### src/hdl/u2m_pkg.sv
// Shared types, constants and lookup functions for the UTF-8 name to MacRoman converter.
// No dependencies; used by u2m_conv, u2m_fifo and utf8_name_to_macroman_unit.
`default_nettype none

package u2m_pkg;

	// register reset and output queue sizing
	localparam logic [7:0] MAX_LEN_RESET = 8'd63;
	localparam int MAX_RESULTS = 3;
	localparam int FIFO_DEPTH = 4;

	// character codes
	localparam logic [7:0] HIGH_BIT   = 8'h80;
	localparam logic [7:0] ASCII_COLON = 8'h3A;
	localparam logic [7:0] ASCII_SLASH = 8'h2F;
	localparam logic [7:0] LEAD_THREE = 8'hE2;

	// number of held bytes of a possible sequence
	localparam logic [1:0] PEND_NONE = 2'd0;
	localparam logic [1:0] PEND_ONE  = 2'd1;
	localparam logic [1:0] PEND_TWO  = 2'd2;

	typedef struct packed {
		logic [7:0] first_pending;
		logic [7:0] second_pending;
		logic [1:0] pending_count;
		logic [7:0] consumed_count;
		logic [7:0] emitted_count;
	} name_state_t;

	typedef struct packed {
		logic [7:0] data;
		logic       last;
	} out_item_t;

	typedef struct packed {
		logic [1:0]                        count;
		out_item_t [MAX_RESULTS-1:0]       item;
	} conv_res_t;

	typedef struct packed {
		logic       hit;
		logic [7:0] code;
	} lut_hit_t;

	// byte that opens some sequence of the table
	function automatic logic is_lead(input logic [7:0] b);
		return b inside {8'hC2, 8'hC3, 8'hC5, 8'hC6, 8'hCE, 8'hCF, 8'hE2};
	endfunction

	// first two bytes of a three-byte sequence
	function automatic logic prefix3(input logic [7:0] a, input logic [7:0] b);
		return (a == LEAD_THREE) && (b inside {8'h80, 8'h84, 8'h88, 8'h89, 8'h97});
	endfunction

	// colon maps to slash, all else passes
	function automatic logic [7:0] plain_char(input logic [7:0] b);
		return (b == ASCII_COLON) ? ASCII_SLASH : b;
	endfunction

	// two-byte sequences
	function automatic lut_hit_t match2(input logic [7:0] a, input logic [7:0] b);
		lut_hit_t r;
		r.hit = 1'b1;
		case ({a, b})
			16'hC384: r.code = 8'h80;
			16'hC385: r.code = 8'h81;
			16'hC387: r.code = 8'h82;
			16'hC389: r.code = 8'h83;
			16'hC391: r.code = 8'h84;
			16'hC396: r.code = 8'h85;
			16'hC39C: r.code = 8'h86;
			16'hC3A1: r.code = 8'h87;
			16'hC3A0: r.code = 8'h88;
			16'hC3A2: r.code = 8'h89;
			16'hC3A4: r.code = 8'h8A;
			16'hC3A3: r.code = 8'h8B;
			16'hC3A5: r.code = 8'h8C;
			16'hC3A7: r.code = 8'h8D;
			16'hC3A9: r.code = 8'h8E;
			16'hC3A8: r.code = 8'h8F;
			16'hC3AA: r.code = 8'h90;
			16'hC3AB: r.code = 8'h91;
			16'hC3AD: r.code = 8'h92;
			16'hC3AC: r.code = 8'h93;
			16'hC3AE: r.code = 8'h94;
			16'hC3AF: r.code = 8'h95;
			16'hC3B1: r.code = 8'h96;
			16'hC3B3: r.code = 8'h97;
			16'hC3B2: r.code = 8'h98;
			16'hC3B4: r.code = 8'h99;
			16'hC3B6: r.code = 8'h9A;
			16'hC3B5: r.code = 8'h9B;
			16'hC3BA: r.code = 8'h9C;
			16'hC3B9: r.code = 8'h9D;
			16'hC3BB: r.code = 8'h9E;
			16'hC3BC: r.code = 8'h9F;
			16'hC2B0: r.code = 8'hA1;
			16'hC2A2: r.code = 8'hA2;
			16'hC2A3: r.code = 8'hA3;
			16'hC2A7: r.code = 8'hA4;
			16'hC2B6: r.code = 8'hA6;
			16'hC39F: r.code = 8'hA7;
			16'hC2AE: r.code = 8'hA8;
			16'hC2A9: r.code = 8'hA9;
			16'hC2B4: r.code = 8'hAB;
			16'hC2A8: r.code = 8'hAC;
			16'hC386: r.code = 8'hAE;
			16'hC398: r.code = 8'hAF;
			16'hC2B1: r.code = 8'hB1;
			16'hC2A5: r.code = 8'hB4;
			16'hC2B5: r.code = 8'hB5;
			16'hCF80: r.code = 8'hB9;
			16'hC2AA: r.code = 8'hBB;
			16'hC2BA: r.code = 8'hBC;
			16'hCEA9: r.code = 8'hBD;
			16'hC3A6: r.code = 8'hBE;
			16'hC3B8: r.code = 8'hBF;
			16'hC2BF: r.code = 8'hC0;
			16'hC2A1: r.code = 8'hC1;
			16'hC2AC: r.code = 8'hC2;
			16'hC692: r.code = 8'hC4;
			16'hC2AB: r.code = 8'hC7;
			16'hC2BB: r.code = 8'hC8;
			16'hC2A0: r.code = 8'hCA;
			16'hC380: r.code = 8'hCB;
			16'hC383: r.code = 8'hCC;
			16'hC395: r.code = 8'hCD;
			16'hC592: r.code = 8'hCE;
			16'hC593: r.code = 8'hCF;
			16'hC3B7: r.code = 8'hD6;
			16'hC3BF: r.code = 8'hD8;
			default: begin
				r.hit  = 1'b0;
				r.code = 8'h00;
			end
		endcase
		return r;
	endfunction

	// three-byte sequences
	function automatic lut_hit_t match3(input logic [7:0] a, input logic [7:0] b,
			input logic [7:0] c);
		lut_hit_t r;
		r.hit = 1'b1;
		case ({a, b, c})
			24'hE280A0: r.code = 8'hA0;
			24'hE280A2: r.code = 8'hA5;
			24'hE284A2: r.code = 8'hAA;
			24'hE289A0: r.code = 8'hAD;
			24'hE2889E: r.code = 8'hB0;
			24'hE289A4: r.code = 8'hB2;
			24'hE289A5: r.code = 8'hB3;
			24'hE28882: r.code = 8'hB6;
			24'hE28891: r.code = 8'hB7;
			24'hE2888F: r.code = 8'hB8;
			24'hE288AB: r.code = 8'hBA;
			24'hE2889A: r.code = 8'hC3;
			24'hE28988: r.code = 8'hC5;
			24'hE28886: r.code = 8'hC6;
			24'hE280A6: r.code = 8'hC9;
			24'hE28093: r.code = 8'hD0;
			24'hE28094: r.code = 8'hD1;
			24'hE2809C: r.code = 8'hD2;
			24'hE2809D: r.code = 8'hD3;
			24'hE28098: r.code = 8'hD4;
			24'hE28099: r.code = 8'hD5;
			24'hE2978A: r.code = 8'hD7;
			default: begin
				r.hit  = 1'b0;
				r.code = 8'h00;
			end
		endcase
		return r;
	endfunction

endpackage

`default_nettype wire

### src/hdl/u2m_conv.sv
// Conversion logic for one item: sequence matching, pass-through and count item.
// Depends on u2m_pkg for the lookup functions and the state and result types.
`default_nettype none

module u2m_conv (
	input  wire u2m_pkg::name_state_t st,
	input  wire logic [7:0]           in_byte,
	input  wire logic                 end_of_name,
	input  wire logic [7:0]           max_length,
	output u2m_pkg::name_state_t      st_next,
	output u2m_pkg::conv_res_t        res
);

	always_comb begin
		u2m_pkg::lut_hit_t h2;
		u2m_pkg::lut_hit_t h3;
		logic              p3;
		logic [1:0]        npre;
		logic              tail;
		logic              seq_hit;
		logic [7:0]        seq_code;

		h2       = u2m_pkg::match2(st.first_pending, in_byte);
		h3       = u2m_pkg::match3(st.first_pending, st.second_pending, in_byte);
		p3       = u2m_pkg::prefix3(st.first_pending, in_byte);
		st_next  = st;
		res      = '0;
		npre     = 2'd0;
		tail     = 1'b0;
		seq_hit  = 1'b0;
		seq_code = h2.code;

		// decide what the held bytes and the new byte turn into
		if (end_of_name) begin
			case (st.pending_count)
				u2m_pkg::PEND_ONE: npre = 2'd1;
				u2m_pkg::PEND_TWO: npre = 2'd2;
				default:           npre = 2'd0;
			endcase
		end else if (st.consumed_count < max_length) begin
			st_next.consumed_count = st.consumed_count + 8'd1;
			st_next.pending_count  = u2m_pkg::PEND_NONE;
			case (st.pending_count)
				u2m_pkg::PEND_ONE: begin
					if (h2.hit) begin
						seq_hit  = 1'b1;
						seq_code = h2.code;
					end else if (p3) begin
						st_next.second_pending = in_byte;
						st_next.pending_count  = u2m_pkg::PEND_TWO;
					end else begin
						npre = 2'd1;
						tail = 1'b1;
					end
				end
				u2m_pkg::PEND_TWO: begin
					if (h3.hit) begin
						seq_hit  = 1'b1;
						seq_code = h3.code;
					end else begin
						npre = 2'd2;
						tail = 1'b1;
					end
				end
				default: tail = 1'b1;
			endcase
		end

		// held bytes go out raw, lead byte first
		res.item[0] = '{data: st.first_pending, last: 1'b0};
		res.item[1] = '{data: st.second_pending, last: 1'b0};
		res.count   = npre;
		if (seq_hit) begin
			res.item[0] = '{data: seq_code, last: 1'b0};
			res.count   = 2'd1;
		end

		// new byte starts afresh: hold a lead byte, pass anything else
		if (tail) begin
			if (in_byte >= u2m_pkg::HIGH_BIT && u2m_pkg::is_lead(in_byte)) begin
				st_next.first_pending = in_byte;
				st_next.pending_count = u2m_pkg::PEND_ONE;
			end else begin
				res.item[npre] = '{data: u2m_pkg::plain_char(in_byte), last: 1'b0};
				res.count      = npre + 2'd1;
			end
		end

		// close the name with its character count
		if (end_of_name) begin
			res.item[npre] = '{data: st.emitted_count + {6'd0, npre}, last: 1'b1};
			res.count      = npre + 2'd1;
			st_next        = '0;
		end else begin
			st_next.emitted_count = st.emitted_count + {6'd0, res.count};
		end
	end

endmodule

`default_nettype wire

### src/hdl/u2m_fifo.sv
// Result queue: takes up to three items per cycle, hands out one per cycle.
// Depends on u2m_pkg for the item types and the result count.
`default_nettype none

module u2m_fifo #(
	parameter int DEPTH = u2m_pkg::FIFO_DEPTH
) (
	input  wire                          clk,
	input  wire                          arst_n,
	input  wire logic                    push,
	input  wire u2m_pkg::conv_res_t      push_res,
	input  wire logic                    pop,
	output logic                         room,
	output logic                         not_empty,
	output u2m_pkg::out_item_t           head
);

	localparam int PW = $clog2(DEPTH);
	localparam int CW = $clog2(DEPTH + 1);

	u2m_pkg::out_item_t mem_q [DEPTH];
	logic [PW-1:0] wptr_q;
	logic [PW-1:0] rptr_q;
	logic [CW-1:0] count_q;
	logic [PW-1:0] wr_idx [u2m_pkg::MAX_RESULTS];
	logic [PW-1:0] wptr_next;
	logic [PW-1:0] rptr_next;
	logic [1:0]    push_n;

	assign push_n    = push ? push_res.count : 2'd0;
	assign room      = count_q <= CW'(DEPTH - u2m_pkg::MAX_RESULTS);
	assign not_empty = count_q != '0;
	assign head      = mem_q[rptr_q];

	// write slots and pointer advance, wrapped at the depth
	always_comb begin
		logic [PW:0] sum;
		for (int k = 0; k < u2m_pkg::MAX_RESULTS; k++) begin
			sum = {1'b0, wptr_q} + (PW+1)'(k);
			if (sum >= (PW+1)'(DEPTH)) sum = sum - (PW+1)'(DEPTH);
			wr_idx[k] = sum[PW-1:0];
		end
		sum = {1'b0, wptr_q} + (PW+1)'(push_n);
		if (sum >= (PW+1)'(DEPTH)) sum = sum - (PW+1)'(DEPTH);
		wptr_next = sum[PW-1:0];
		rptr_next = (rptr_q == PW'(DEPTH - 1)) ? '0 : rptr_q + PW'(1);
	end

	// item storage
	always_ff @(posedge clk) begin
		for (int k = 0; k < u2m_pkg::MAX_RESULTS; k++) begin
			if (k < int'(push_n)) mem_q[wr_idx[k]] <= push_res.item[k];
		end
	end

	// pointers and fill level
	always_ff @(posedge clk or negedge arst_n) begin
		if (!arst_n) begin
			wptr_q  <= '0;
			rptr_q  <= '0;
			count_q <= '0;
		end else begin
			wptr_q  <= wptr_next;
			if (pop) rptr_q <= rptr_next;
			count_q <= count_q + CW'(push_n) - CW'(pop);
		end
	end

endmodule

`default_nettype wire

### src/hdl/utf8_name_to_macroman_unit.sv
// UTF-8 file name to MacRoman converter, top level.
// Byte stream in on s_*, characters and a closing count item out on m_*, limit on cfg_*.
// Depends on u2m_pkg, u2m_conv and u2m_fifo.
//
// Usage:
//   s_* carries one name byte per item in s_tdata; an item with s_tlast high carries
//   no byte and closes the name. m_* returns MacRoman characters, then one item with
//   m_tlast high whose m_tdata is the character count of the name.
//   cfg_* writes the byte limit per name (reset 63); write it only while idle.
// Flow:
//   an accepted item is held in the input register and is converted into the result
//   queue once the queue has room; its results then show on m_* in order. One item
//   per cycle is taken while each gives at most one result and m_* is not stalled; an
//   item giving two or three results takes as many queue slots, and the result queue
//   (depth OUT_DEPTH) drains one item a cycle while m_tready is high.
// Reset:
//   arst_n clears the pending bytes, counters, input register and queue, and sets the
//   limit to 63. When m_tready is low the queue fills and s_tready drops once fewer
//   than three slots are left and the input register holds an item; nothing is lost.
`default_nettype none

module utf8_name_to_macroman_unit #(
	parameter int OUT_DEPTH = u2m_pkg::FIFO_DEPTH
) (
	input  wire        clk,
	input  wire        arst_n,
	// name bytes in
	input  wire        s_tvalid,
	output logic       s_tready,
	input  wire  [7:0] s_tdata,    // [7:0] in_byte
	input  wire        s_tlast,    // end_of_name
	// characters and count out
	output logic       m_tvalid,
	input  wire        m_tready,
	output logic [7:0] m_tdata,    // [7:0] out_byte
	output logic       m_tlast,    // last
	// limit register
	input  wire        cfg_valid,
	output logic       cfg_ready,
	input  wire  [7:0] cfg_data    // [7:0] max_length
);

	logic                 valid_s1;
	logic [7:0]           byte_s1;
	logic                 end_s1;
	logic [7:0]           max_len_q;
	u2m_pkg::name_state_t st_q;
	u2m_pkg::name_state_t st_next;
	u2m_pkg::conv_res_t   conv_res;
	u2m_pkg::out_item_t   head;
	logic                 room;
	logic                 advance;

	assign cfg_ready = 1'b1;
	assign advance   = valid_s1 && room;
	assign s_tready  = !valid_s1 || room;
	assign m_tdata   = head.data;
	assign m_tlast   = head.last;

	// limit register
	always_ff @(posedge clk or negedge arst_n) begin
		if (!arst_n) begin
			max_len_q <= u2m_pkg::MAX_LEN_RESET;
		end else if (cfg_valid && cfg_ready) begin
			max_len_q <= cfg_data;
		end
	end

	// input register control and name state
	always_ff @(posedge clk or negedge arst_n) begin
		if (!arst_n) begin
			valid_s1 <= 1'b0;
			st_q     <= '0;
		end else begin
			if (s_tready) valid_s1 <= s_tvalid;
			if (advance) st_q <= st_next;
		end
	end

	// input register payload
	always_ff @(posedge clk) begin
		if (s_tready && s_tvalid) begin
			byte_s1 <= s_tdata;
			end_s1  <= s_tlast;
		end
	end

	u2m_conv u_conv (
		.st          (st_q),
		.in_byte     (byte_s1),
		.end_of_name (end_s1),
		.max_length  (max_len_q),
		.st_next     (st_next),
		.res         (conv_res)
	);

	u2m_fifo #(
		.DEPTH (OUT_DEPTH)
	) u_fifo (
		.clk       (clk),
		.arst_n    (arst_n),
		.push      (advance),
		.push_res  (conv_res),
		.pop       (m_tvalid && m_tready),
		.room      (room),
		.not_empty (m_tvalid),
		.head      (head)
	);

endmodule

`default_nettype wire

### config.mk
export PLATFORM = sky130hd
export DESIGN_NAME = utf8_name_to_macroman_unit
export DESIGN_NICKNAME = d
export VERILOG_FILES = /design/src/hdl/u2m_pkg.sv /design/src/hdl/u2m_conv.sv /design/src/hdl/u2m_fifo.sv /design/src/hdl/utf8_name_to_macroman_unit.sv
export SDC_FILE = /design/constraint.sdc
export NUM_CORES = 1
export LEC_CHECK = 0
export ABC_AREA = 1
export BUFFER_PORTS_ARGS = -buffer_cell sky130_fd_sc_hd__buf_4
export CAP_MARGIN = 20
export CORE_MARGIN = 4
export CORE_UTILIZATION = 45
export DETAILED_ROUTE_END_ITERATION = 8
export SLEW_MARGIN = 20
export SYNTH_ARGS = -nofsm -noshare
export SYNTH_HDL_FRONTEND = slang
export SYNTH_SLANG_ARGS = --single-unit
### constraint.sdc
create_clock -name clk -period 6.7 [get_ports clk]
set_input_delay 0.67 -clock clk [delete_from_list [all_inputs] [get_ports clk]]
set_output_delay 0.67 -clock clk [all_outputs]
set_load 0.1 [all_outputs]
### Word level (Yosys, flattened, before mapping)

Memory sizes are Yosys's and may differ from the RTL's.
Cells that the tools add are included.

| operators by class | value |
|---|---|
| add/subtract/negate cells | 14 |
| magnitude comparators | 12 |
| equal/unequal tests | 107 |
| mux-type cells | 58 |
| reductions and logical operators | 21 |

Operator list:

| cell | count |
|---|---|
| 16-bit equality test, second input constant | 67 |
| 8-bit one-hot mux with 67 select lines | 1 |
| 24-bit equality test, second input constant | 22 |
| 8-bit one-hot mux with 22 select lines | 1 |
| 8-bit equality test, second input constant | 13 |
| 29-bit two-way mux | 3 |
| 67-bit OR reduction | 1 |
| 8-bit two-way mux | 8 |
| 27-bit bitwise mux | 2 |
| 10-bit two-way mux | 3 |
| 2-bit two-way mux | 13 |
| 26-bit two-way mux | 1 |
| 22-bit OR reduction | 1 |
| 9-bit demux with 2-bit select | 1 |
| 1-bit two-way mux | 18 |
| 18-bit two-way mux | 1 |
| 9-bit two-way mux | 2 |
| 8-bit by 2-bit adder with 8-bit output | 2 |
| 2-bit nonzero test | 5 |
| 3-bit >= comparator, second input constant | 3 |
| 8-bit by 1-bit adder with 8-bit output, second input constant | 1 |
| 8-bit by 6-bit equality test with 1-bit output, second input constant | 1 |
| 8-bit >= comparator, second input constant | 1 |
| 8-bit less-than comparator | 1 |
| other kinds (27) | 40 |

| storage, ports and cells | value |
|---|---|
| flip-flop bits (word level) | 59 |
| RAM bits | 36 |
| output and inout port bits | 12 |
| memories | 1 |

Memory list:

| memory | words | width | read ports | clocked after Yosys merged registers in | wr ports | RTL line | RTL |
|---|---|---|---|---|---|---|---|
| u_fifo.mem_q | 4 | 9 | 1 | 0 | 3 | u2m_fifo.sv:21 | `u2m_pkg::out_item_t mem_q [DEPTH];` |

### Longest topological paths before layout

Gate-level depths: netlist of run 1.

| depth | value |
|---|---|
| word-level depth | 21 |
| mapped depth | 29 |
| mapped depth without buffers | 27 |

### Hierarchy

From an unflattened synthesis of run 1, not the netlist that was laid out.

| second synthesis, totals | value |
|---|---|
| cells, all modules | 1523 |
| area total of the unflattened synthesis | 9310.2 um^2 |

Modules (own cells, without submodules):

| module | times used | cells each | area each (um^2) | seq. area each (um^2) |
|---|---|---|---|---|
| u2m_conv | 1 | 960 | 4563.1 | 0.0 |
| u2m_fifo | 1 | 362 | 2676.3 | 1256.2 |
| utf8_name_to_macroman_unit | 1 | 201 | 2070.7 | 1353.8 |

### Worst setup path after synthesis of run 1

OpenSTA, ideal clock, no wires.

| timing | value |
|---|---|
| kind | reg-to-reg |
| from | reg max_len_q[1] |
| to | reg u_fifo.count_q[2] |
| library setup time | 0.128 ns |
| arrival time | 3.910 ns |
| setup slack | 2.662 ns |
| stages on the path, launching flop included | 23 |
| buffers on the path | 1 |
| cell sequence | dfstp_2 inv_1 ha_1 a21boi_0 o211ai_1 nand2_1 a21oi_2 nand2_1 or2_2 o21ai_1 inv_1 ha_1 inv_1 nand2_2 nand2_2 nand2_4 nand2_4 buf_4 nor2_1 inv_1 fa_1 xnor2_1 xor2_1 |

| on the way | value |
|---|---|
| longest elaborated chain between the ends | 10 |
| elaborated cells between the ends (all ways) | 15 |

Ends and longest elaborated chain:

| element | RTL line | RTL |
|---|---|---|
| start, declared | utf8_name_to_macroman_unit.sv:46 | `logic [7:0] max_len_q;` |
| start signal, assigned | utf8_name_to_macroman_unit.sv:63 | `max_len_q <= u2m_pkg::MAX_LEN_RESET;` |
| start signal, assigned | utf8_name_to_macroman_unit.sv:65 | `max_len_q <= cfg_data;` |
| 8-bit less-than comparator * | u2m_conv.sv:40 | `end else if (st.consumed_count < max_length) begin` |
| 2-bit two-way mux or 1-bit two-way mux (tied branches) | u2m_conv.sv:40 |  |
| 2-bit two-way mux or 1-bit two-way mux (tied branches) | u2m_conv.sv:34 | `if (end_of_name) begin` |
| 2-bit by 1-bit adder with 2-bit output or 2-bit two-way mux (tied branches) | u2m_conv.sv:85, u2m_conv.sv:92, u2m_conv.sv:73 |  |
| 29-bit two-way mux | u2m_conv.sv:80 | `if (in_byte >= u2m_pkg::HIGH_BIT && u2m_pkg::is_lead(in_byte)) begin` |
| 29-bit two-way mux | u2m_conv.sv:79 | `if (tail) begin` |
| 29-bit two-way mux * | u2m_conv.sv:90 | `if (end_of_name) begin` |
| 2-bit two-way mux * | u2m_fifo.sv:30 | `assign push_n = push ? push_res.count : 2'd0;` |
| 3-bit by 2-bit adder with 3-bit output * | u2m_fifo.sv:65 | `count_q <= count_q + CW'(push_n) - CW'(pop);` |
| 3-bit by 1-bit subtractor with 3-bit output * | u2m_fifo.sv:65 |  |
| end signal, assigned | u2m_fifo.sv:65 |  |
| end, declared | u2m_fifo.sv:24 | `logic [CW-1:0] count_q;` |

Mark *: on every way between the ends. The rest lies on a longest branch, timed or not.
A chain may end at the register's enable or synchronous reset.

==> metrics.md, run 1 <==
| Metric | Value |
|---|---|
| FILL cells | `1999` |
| Initial antenna violation count | `0` |
| Fin. max-slew vios | `0` |
| IO Pins | `34` |
| Final Worst Setup Slack | `around 1.8 ns` |
| Number of diodes | `0` |
| Worst EP arrival | `4.95 ns` |
| Syn Area/Cell | `6.42 um2` |
| Top_reg_cell synth | `edfxtp_1` |
| Nets | `roughly 1.4k` |
| Syn Nets | `about 1.4k` |
| Cell row count | `50` |
| Reg2reg path depth | `20` |
| All-Layer GR Usage | `27.1%` |
| CP max stage delay | `0.63 ns` |
| Iter 0 DRT Violations | `between 1k and 1.5k` |
| Unrepaired setup endpoints after global routing | `false` |
| R2r endpoint | `u_fifo.mem_q[0][2]` |
| Initial core utilization | `45.8%` |
| Largest net degree at the start of global routing | `51` |
| CP Launch Type | `flop` |
| CTS tree | `yes` |
| Relative slew slack | `38.4%` |
| Buffers on Ports | `32` |
| Share of cells above drive strength 1 | `9.57%` |
| Die Wd | `146 um` |
| Yosys warnings | `0` |
| RR Startpoint | `byte_s1[1]` |
| Crit-path cells | `inv_2 > nor2_4 > nand2_1 > o21ai_0 > nand3_1 > nand3_1 > nor2_1 > nand3_1 > nor2_1 > nand3_2 > o21ai_1 > inv_1 > ha_1 > inv_1 > nand2_2 > nand2_2 > nand2_4 > nand2_4 > nand3_2 > nand3_1` |
| Setup slack, reg-to-reg | `1.76 ns` |
| Clk Latency, worst-skew pair | `0.36 ns` |
| Htree depth | `3` |
| Synth cell types | `54` |
| CTS Buf Count | `9` |
| Clock sinks | `95` |
| Sum Neg Setup Slack | `0 ns` |
| Mapped cell area | `8590 um2` |
| Crit-path slowest cell | `edfxtp_1` |
| Die ar. | `21400 um2` |
| Critical path required time | `6.71 ns` |
| Post-Place Setup Slack | `1.95 ns` |
| Synthesized instance count | `1338` |
| DP Area | `8880 um2` |
| Post-DR vias/cell | `~5.8` |
| Hold Buf Count CTS | `0` |
| Post_cts resized | `0` |
| Clock input transition at the sequential cells of the worst setup and hold paths | `roughly 0.070 ns` |
| CP Capture Type | `flop` |
| Max-cap violations | `0` |
| HPWL after DPL | `between 20 and 25 mm` |
| Routed wire length | `29.7 mm` |
| Synthesis-to-layout area growth | `7.02%` |
| Seq cells post-synth | `95` |
| DRT antenna net count | `0` |
| Max VDD drop | `0.235 mV` |
| Wire length per cell | `18.8 um` |
| # DRC | `0` |
| Die Ht | `146 um` |
| Storage element area | `2610 um2` |
| Period utilization | `73.8%` |
| Kind of critical path | `flop to flop` |
| Hold Crit Class | `primary input to async pin` |
| Number of post-CTS setup repair buffers | `0` |
| Number of global-route vias before repair | `8206` |
| Via count | `9253` |
| Min Tclk post-route | `4.94 ns` |
| Area of the multi-input gates | `between 5000 and 6000 um2` |
| Endpoints failing setup | `0` |
| Outcome | `finished, final reports clean` |
| Pre-Repair DR Iteration Count | `8` |
| Pwr/cell area | `304 nW/um2` |
| Maximum clock rate | `202 MHz` |
| Worst slew pin tran | `0.924 ns` |
| Root Buffer | `clkbuf_16` |
| EDFF count, synth | `45` |
| Final Skew | `between 0.005 and 0.006 ns` |
| Global-route wire length before repair | `46.2 mm` |
| Final Wtd Congestion | `1.06` |
| Total gr overflow | `0` |
| CP dominant cell by count | `nand3_1` |
| Clock buffer depth | `2` |
| Crit path max fanout | `50` |
| Leakage | `4.44 nW` |
| Final Hold Fails | `0` |
| Core area | `18800 um2` |
| Final Instance Area | `9200 um2` |
| Register area share after synthesis | `a little under a third` |
| Async SR Flop Fraction | `roughly 53%` |
## cells in the mapped netlist, types with 8 or more instances
| cell type | instances | area [um2] |
|---|---|---|
| nand2_4 | 8 | 90.1 |
| buf_2 | 8 | 40.0 |
| buf_4 | 9 | 67.6 |
| inv_2 | 16 | 60.1 |
| ha_1 | 21 | 263 |
| nand4_1 | 32 | 200 |
| nor2_1 | 176 | 661 |
| buf_6 | 8 | 90.1 |
| nand2_1 | 398 | 1490 |
| nand2_2 | 15 | 93.8 |
| a21oi_1 | 32 | 160 |
| o21ai_0 | 78 | 390 |
| clkbuf_1 | 15 | 56.3 |
| nand3_1 | 195 | 976 |
| o22ai_1 | 15 | 93.8 |
| inv_1 | 112 | 420 |
| nor3_1 | 14 | 70.1 |
| dfrtp_1 | 44 | 1100 |
| edfxtp_1 | 45 | 1350 |
| nor2_2 | 13 | 81.3 |
## cells by family (layout without fill, tap and decap cells)
| logic type | after synthesis | count (layout) | share of synthesized area, % |
|---|---|---|---|
| flops | 95 | 95 | 30.4 |
| simple gates | 876 | 876 | 45.4 |
| mux | 1 | 1 | 0.131 |
| xor+xnor | 9 | 9 | 0.917 |
| other cells | 1 | 1 | 0.0436 |
| compound gates | 157 | 157 | 10.3 |
| buf+inv | 175 | 185 | 9.07 |
| fa+ha+maj | 24 | 24 | 3.76 |
## placed cells by master, fill, tap and decap left out, drive strengths merged, types with 6 or more instances in the layout
cell type,n
a21oi,35
buf,37
clkbuf,10
dfrtp,44
dfstp,6
edfxtp,45
ha,21
inv,133
nand2,421
nand3,201
nand4,32
nor2,194
nor3,14
o21ai,84
o22ai,15
xor2,6
## sequential cells by signal (all words and copies together) (netlist names)
signal and count:
byte_s1 8, valid_s1 1, st_q 34, u_fifo.rptr_q 2
u_fifo.mem_q 36, u_fifo.count_q 3, max_len_q 8, end_s1 1
u_fifo.wptr_q 2
## power breakdown
part | leakage, nW | total (mW) | internal (mW) | switching, mW
clock network | 0.152 | 0.546 | 0.306 | 0.240
registers | 1.06 | 0.875 | 0.751 | 0.124
logic | 3.23 | 1.37 | 0.326 | 1.04
## critical path, delay by kind of cell, from the launching register on
family,cells,cell delay (ns)
and+or+nand+nor,14,2.69
adders and majority gates,1,0.31
AOI/OAI and AO/OA,2,0.52
DFF,1,0.63
buffers and inverters,3,0.43
## per-stage QoR
| step | total power, mW | std cells | hold slack, ns | utilization, % |
|---|---|---|---|---|
| 2_1_floorplan | 1.88 | 1338 | 0.374 | - |
| 3_3_place_gp | 2.24 | 1566 | 0.485 | 47.3 |
| 3_5_place_dp | 2.24 | 1566 | 0.487 | 47.3 |
| 4_1_cts | 2.79 | 1582 | 0.355 | 49.0 |
| 5_1_grt | 2.96 | 1582 | 0.379 | 49.0 |
| 6_report | 2.79 | 1582 | 0.321 | 49.0 |
## cell type report
type	count	share of cell area [%]
clock buffer	10	2.60
clock inverter	6	0.816
multi-input combinational	1068	56.6
inverter	132	5.42
tap	234	3.18
sequential	95	28.4
timing repair buffer	37	3.02
## per-layer routing
layer	vias to the layer above	global-route usage (%)	wire, um
li1	4450	-	-
met1	4270	40.5	13400
met2	483	40.3	12600
met3	50	5.99	3170
met4	0	5.97	569
met5	-	0	0
## how the worst max path moves through the flow
stage,end,startpoint
after global routing,u_fifo.mem_q[0][6],st_q[29]
final,u_fifo.mem_q[0][2],byte_s1[1]
after detailed placement,u_fifo.mem_q[0][0],max_len_q[1]
after floorplan,u_fifo.count_q[2],max_len_q[1]
after global placement,u_fifo.mem_q[0][3],byte_s1[1]
after CTS,u_fifo.mem_q[0][2],max_len_q[1]
No activity file was read; power rests on OpenSTA's default activity.
==> inputs of run 2 (changes only) <==
- clock period: 6.7 -> 5.1 ns (I/O delays scaled with it)
==> run 2 against run 1 <==
  * Sequential share of layout area decreased by 0.30 points
  * Maximum frequency increased by 6.1%
  * Largest power group unchanged
  * Critical path type unchanged
  * Highest routed layer is now met5
  * Critical endpoint unchanged
  * Core utilization increased by 0.52 points
  * Clock power increased by 22%
==> metrics.md, run 2 (synthesis gave the netlist of run 1 again) <==
| Metric | Value |
|---|---|
| R2r endpoint | `u_fifo.mem_q[0][2]` |
| Synthesis-to-layout area growth | `8.15%` |
| Fin. max-slew vios | `0` |
| IO Pins | `34` |
| Buffers on Ports | `32` |
| Cell row count | `50` |
| Kind of critical path | `flop to flop` |
| CTS tree | `yes` |
| Number of global-route vias before repair | `8257` |
| Die Ht | `~150 um` |
| Worst slew pin tran | `0.981 ns` |
| Clk Latency, worst-skew pair | `0.36 ns` |
| Iter 0 DRT Violations | `between 900 and 1k` |
| Crit-path cells | `nand2_2 > inv_1 > nand2_1 > nor2_1 > nor2_1 > nand2_1 > o21ai_0 > nand3_1 > nor2_1 > nand3_2 > o21ai_1 > inv_1 > ha_1 > inv_1 > nand2_2 > nand2_2 > nand2_4 > nand2_4 > nand3_2 > nand3_1` |
| Pre-Repair DR Iteration Count | `8` |
| Final Wtd Congestion | `1.01` |
| Seq pwr share | `31.8%` |
| CP max stage delay | `0.61 ns` |
| Wire length per cell | `about 18 um` |
| Setup slack, reg-to-reg | `0.44 ns` |
| Reg2reg path depth | `20` |
| Unrepaired setup endpoints after global routing | `false` |
| Final Hold Fails | `0` |
| Global-route wire length before repair | `45.1 mm` |
| CP delay by family, top | `simple AND/OR/NAND/NOR gates` |
| Die ar. | `about 21000 um2` |
| Hold Crit Class | `primary input to async pin` |
| Number of diodes | `0` |
| Crit path max fanout | `27` |
| Share of cells above drive strength 1 | `10.6%` |
| Root Buffer | `clkbuf_16` |
| Final Skew | `0.0115 ns` |
| Pwr/cell area | `between 300 and 400 nW/um2` |
| Die Wd | `around 150 um` |
| Hold Buf Count CTS | `0` |
| Most frequent cells in the layout | `nand2_1 (398), nand3_1 (195), nor2_1 (175), inv_1 (112), o21ai_0 (78)` |
| Crit-path slowest cell | `edfxtp_1` |
| Initial core utilization | `between 40% and 50%` |
| Core area | `18800 um2` |
| Maximum clock rate | `215 MHz` |
| Htree depth | `3` |
| Max reg flops | `36` |
| Total internal power | `1.79 mW` |
| RR Startpoint | `byte_s1[3]` |
| Most common cell after layout, fill and taps aside | `nand2_1` |
| DP Area | `8990 um2` |
| Sw Share | `50.3%` |
| Clock network fraction of total power | `a little under a fifth` |
| Clock sinks | `95` |
| Combinational group share of total power | `49.7%` |
| Endpoints failing setup | `0` |
| Critical path required time | `5.10 ns` |
| Max-cap violations | `0` |
| Max VDD drop | `0.379 mV` |
| HPWL after DPL | `between 20 and 25 mm` |
| Via count | `9176` |
| Nets | `between 1k and 1.5k` |
| Final Instance Area | `9290 um2` |
| Worst EP arrival | `4.66 ns` |
| CP Capture Type | `flop` |
| Outcome | `finished, final reports clean` |
| Routed wire length | `around 29 mm` |
| Clock input transition at the sequential cells of the worst setup and hold paths | `0.07 ns` |
| Min Tclk post-route | `4.66 ns` |
| Worst Path Buf+Inv | `3` |
| Psw | `1.81 mW` |
| Post_cts resized | `0` |
| Post-DR vias/cell | `between 5 and 6` |
| CTS Buf Count | `9` |
| Clock buffer depth | `2` |
| Sum Neg Setup Slack | `0 ns` |
| # DRC | `0` |
| Critical path launch point | `byte_s1[3]` |
| Period utilization | `91.3%` |
| All-Layer GR Usage | `a little over a quarter` |
| Relative slew slack | `34.4%` |
| Total gr overflow | `0` |
| Overall power | `3.60 mW` |
| CP Launch Type | `flop` |
| DRT antenna net count | `0` |
| Initial antenna violation count | `0` |
| Largest net degree at the start of global routing | `~50` |
| Leakage | `4.51 nW` |
| Number of post-CTS setup repair buffers | `0` |
[run 2: cell count changes in the layout (fill, tap and decap cells not counted), sizes merged]
cell,previous run,this run
buf,37,52
clkinvlp,1,0
bufinv,1,0
clkinv,3,5
[run 2: cell type report]
| cell class | count | area [um2] |
|---|---|---|
| Fill cell | 1967 | 9480 |
| Multi-Input combinational cell | 1068 | 5200 |
| Sequential cell | 95 | 2610 |
| Inverter | 132 | 498 |
| Timing Repair Buffer | 52 | 390 |
| Tap cell | 234 | 293 |
| Clock buffer | 10 | 250 |
| Clock inverter | 6 | 46.3 |
[run 2: metrics by stage]
stage / utilization (%) / instances / worst slack [ns] / hold WS (ns)
after global placement: 47.9 / 1581 / 0.615 / 0.485
after CTS: 49.5 / 1597 / 0.568 / 0.219
after global routing: 49.5 / 1597 / 0.174 / 0.231
after detailed placement: 47.9 / 1581 / 0.580 / 0.489
after floorplan: - / 1338 / 1.06 / 0.214
final: 49.5 / 1597 / 0.442 / 0.180
[run 2: power groups by stage]
stage          Clock, mW  Combinational [mW]  Sequential (mW)
3_3_place_gp           0                1.78             1.16
3_5_place_dp           0                1.77             1.16
2_1_floorplan          0                1.39             1.08
4_1_cts            0.684                1.78             1.14
6_report           0.668                1.79             1.15
5_1_grt            0.721                1.96             1.16
[run 2: worst max-delay path by stage]
stage	end	slack, ns	depth (start not counted)
CTS	u_fifo.mem_q[0][6]	0.57	20
floorplan	u_fifo.count_q[2]	1.06	22
global route	u_fifo.mem_q[0][6]	0.17	22
global placement	u_fifo.mem_q[0][2]	0.61	20
detailed placement	u_fifo.mem_q[0][2]	0.58	20
finish	u_fifo.mem_q[0][2]	0.44	20
[run 2: worst register-to-register path: stages (launching register included)]
cell and delay, ns:
edfxtp_1 0.61, nand2_2 0.20, inv_1 0.12, nand2_1 0.18, nor2_1 0.13, nor2_1 0.13
nand2_1 0.10, o21ai_0 0.26, nand3_1 0.12, nor2_1 0.18, nand3_2 0.15, o21ai_1 0.32
inv_1 0.14, ha_1 0.31, inv_1 0.08, nand2_2 0.05, nand2_2 0.10, nand2_4 0.07
nand2_4 0.31, nand3_2 0.31, nand3_1 0.45
[run 2: per-layer routing]
| layer | track usage, % | up-vias | share of wire [%] |
|---|---|---|---|
| li1 | - | 4470 | - |
| met4 | 5.93 | 2 | 2.0 |
| met1 | 38.9 | 4237 | 45 |
| met5 | 1.82 | - | 0.18 |
| met2 | 39.4 | 429 | 43 |
| met3 | 6.70 | 38 | 9.9 |
==> inputs of run 3 (changes only) <==
- BUFFER_PORTS_ARGS: -buffer_cell sky130_fd_sc_hd__buf_4 -> not set
- CORE_MARGIN: 4 -> not set
- DONT_BUFFER_PORTS: not set -> 1
- clock period: 5.1 -> 5.33 ns (I/O delays scaled with it)
==> run 3 against run 2 <==
  * Routed wire length rose by 5.3%
  * Critical path depth did not move
  * Combinational power fell by 6%
  * Setup slack improved by 0.12 ns
  * Non-clock buffer count fell by 29
  * Die area fell by 8.0%
  * First-iteration DRC count rose by 5.2%
  * Count of clock-buffer cells in the layout did not move
  * Highest routed layer unchanged
  * Clock power fell by 2%
==> metrics.md, run 3 (synthesis gave the netlist of run 1 again) <==
| Metric | Value |
|---|---|
| IO Pins | `34` |
| Max reg flops | `36` |
| Die ar. | `19700 um2` |
| Setup slack, reg-to-reg | `approximately 0.56 ns` |
| Nets | `1375` |
| Core area | `roughly 19000 um2` |
| Kind of critical path | `flop to flop` |
| HPWL after DPL | `23.8 mm` |
| Pwr/cell area | `374 nW/um2` |
| Number of post-CTS setup repair buffers | `0` |
| Crit-path cells | `inv_2 > nor2_4 > nand2_1 > o21ai_0 > nand3_1 > nand3_1 > nor2_1 > nand3_1 > nor2_1 > nand3_2 > o21ai_1 > inv_1 > ha_1 > inv_1 > nand2_2 > nand2_2 > nand2_4 > nand2_4 > nand2_2 > nand3_1` |
| # DRC | `0` |
| Unrepaired setup endpoints after global routing | `false` |
| Worst slew pin tran | `approximately 1.1 ns` |
| Root Buffer | `clkbuf_16` |
| Leakage | `4.40 nW` |
| Worst EP arrival | `roughly 4.8 ns` |
| Worst setup path end | `u_fifo.mem_q[2][5]` |
| Synthesis-to-layout area growth | `6.55%` |
| CP Launch Type | `flop` |
| Min Tclk post-route | `4.77 ns` |
| All-Layer GR Usage | `31.2%` |
| Pre-Repair DR Iteration Count | `7` |
| Die Wd | `140 um` |
| Initial core utilization | `45.9%` |
| Outcome | `finished, final reports clean` |
| CP max stage delay | `0.61 ns` |
| Critical path launch point | `byte_s1[1]` |
| Final Hold Fails | `0` |
| Clock sinks | `95` |
| Final Skew | `0.00917 ns` |
| Cell row count | `50` |
| Hold Crit Class | `primary input to async pin` |
| Endpoints failing setup | `0` |
| Fin. max-slew vios | `0` |
| Post-DR vias/cell | `5.79` |
| Hold Buf Count CTS | `1` |
| Buffers on Ports | `0` |
| Most frequent cells in the layout | `nand2_1 (398), nand3_1 (195), nor2_1 (176), inv_1 (112), o21ai_0 (78)` |
| Final Wtd Congestion | `1.06` |
| Utilization after layout | `48.9%` |
| CTS Buf Count | `9` |
| Clock input transition at the sequential cells of the worst setup and hold paths | `around 0.070 ns` |
| RR Startpoint | `byte_s1[1]` |
| Period utilization | `89.5%` |
| Die Ht | `140 um` |
| CP Capture Type | `flop` |
| Post_cts resized | `0` |
| Max-cap violations | `0` |
| Critical path required time | `5.32 ns` |
| Via count | `~9k` |
| Clk Latency, worst-skew pair | `between 0.3 and 0.4 ns` |
| Hold slack final | `0.0105 ns` |
| Share of cells above drive strength 1 | `9.22%` |
| Maximum clock rate | `between 200 and 250 MHz` |
| R2r endpoint | `u_fifo.mem_q[2][5]` |
| Iter 0 DRT Violations | `just under 1k` |
| CP dominant cell by count | `nand3_1` |
| CTS tree | `yes` |
| DRT antenna net count | `0` |
| Initial antenna violation count | `2` |
| Largest net degree at the start of global routing | `45` |
| Sum Neg Setup Slack | `0 ns` |
| Routed wire length | `30.4 mm` |
| Wire length per cell | `19.4 um` |
| Htree depth | `3` |
| Clock buffer depth | `2` |
| Number of global-route vias before repair | `8284` |
| Total gr overflow | `0` |
| Crit path max fanout | `33` |
| Max VDD drop | `0.413 mV` |
| Crit-path slowest cell | `edfxtp_1` |
| Relative slew slack | `around a quarter` |
| Reg2reg path depth | `20` |
| Global-route wire length before repair | `46.5 mm` |
| Most common cell after layout, fill and taps aside | `nand2_1` |
[run 3: worst max-delay path: cells and delay by family, from the launching register on]
family	cells	cell delay, ns
AND/OR/NAND/NOR	14	2.53
flip-flops	1	0.61
AO/OA/AOI/OAI	2	0.51
buffers and inverters	3	0.41
adder cells (fa/ha/maj)	1	0.31
[run 3: worst min path at each step]
stage | to | slack, ns | cells past startpoint
CTS | max_len_q[0] | 0.004 | 0
detailed placement | u_fifo.rptr_q[1] | 0.24 | 0
floorplan | max_len_q[6] | 0.24 | 0
global placement | u_fifo.rptr_q[1] | 0.24 | 0
global route | max_len_q[5] | 0.004 | 0
finish | u_fifo.rptr_q[1] | 0.01 | 1
[run 3: where the power goes]
part	leakage (nW)	switching (mW)	internal [mW]
Clock	0.142	0.302	0.350
Sequential	1.06	0.147	0.945
Combinational	3.20	1.31	0.366
[run 3: layout make-up]
| type | count | area (um2) |
|---|---|---|
| clock buffers | 10 | 250 |
| inverters | 132 | 498 |
| flip-flops and latches | 95 | 2610 |
| diodes | 1 | 2.50 |
| multi-input cells | 1068 | 5260 |
| well taps | 234 | 293 |
| fillers | 1929 | 9550 |
| clock inverters | 6 | 47.5 |
| repair buffers | 23 | 195 |
[run 3: routing by layer]
layer / up-vias / track usage (%) / part of all wire, %
met5: - / 0 / 0.036
met4: 2 / 7.40 / 1.7
met3: 49 / 11.7 / 11
met2: 425 / 44.9 / 42
met1: 4198 / 43.8 / 45
li1: 4412 / - / -
[run 3: through the flow]
stage	power, mW	setup slack (ns)	instance area, um2	cells
3_5_place_dp	2.75	0.668	8820	1550
3_3_place_gp	2.75	0.684	8820	1550
4_1_cts	3.41	0.636	9140	1567
2_1_floorplan	2.36	1.29	8590	1338
6_report	3.42	0.562	9160	1569
5_1_grt	3.62	0.283	9150	1568
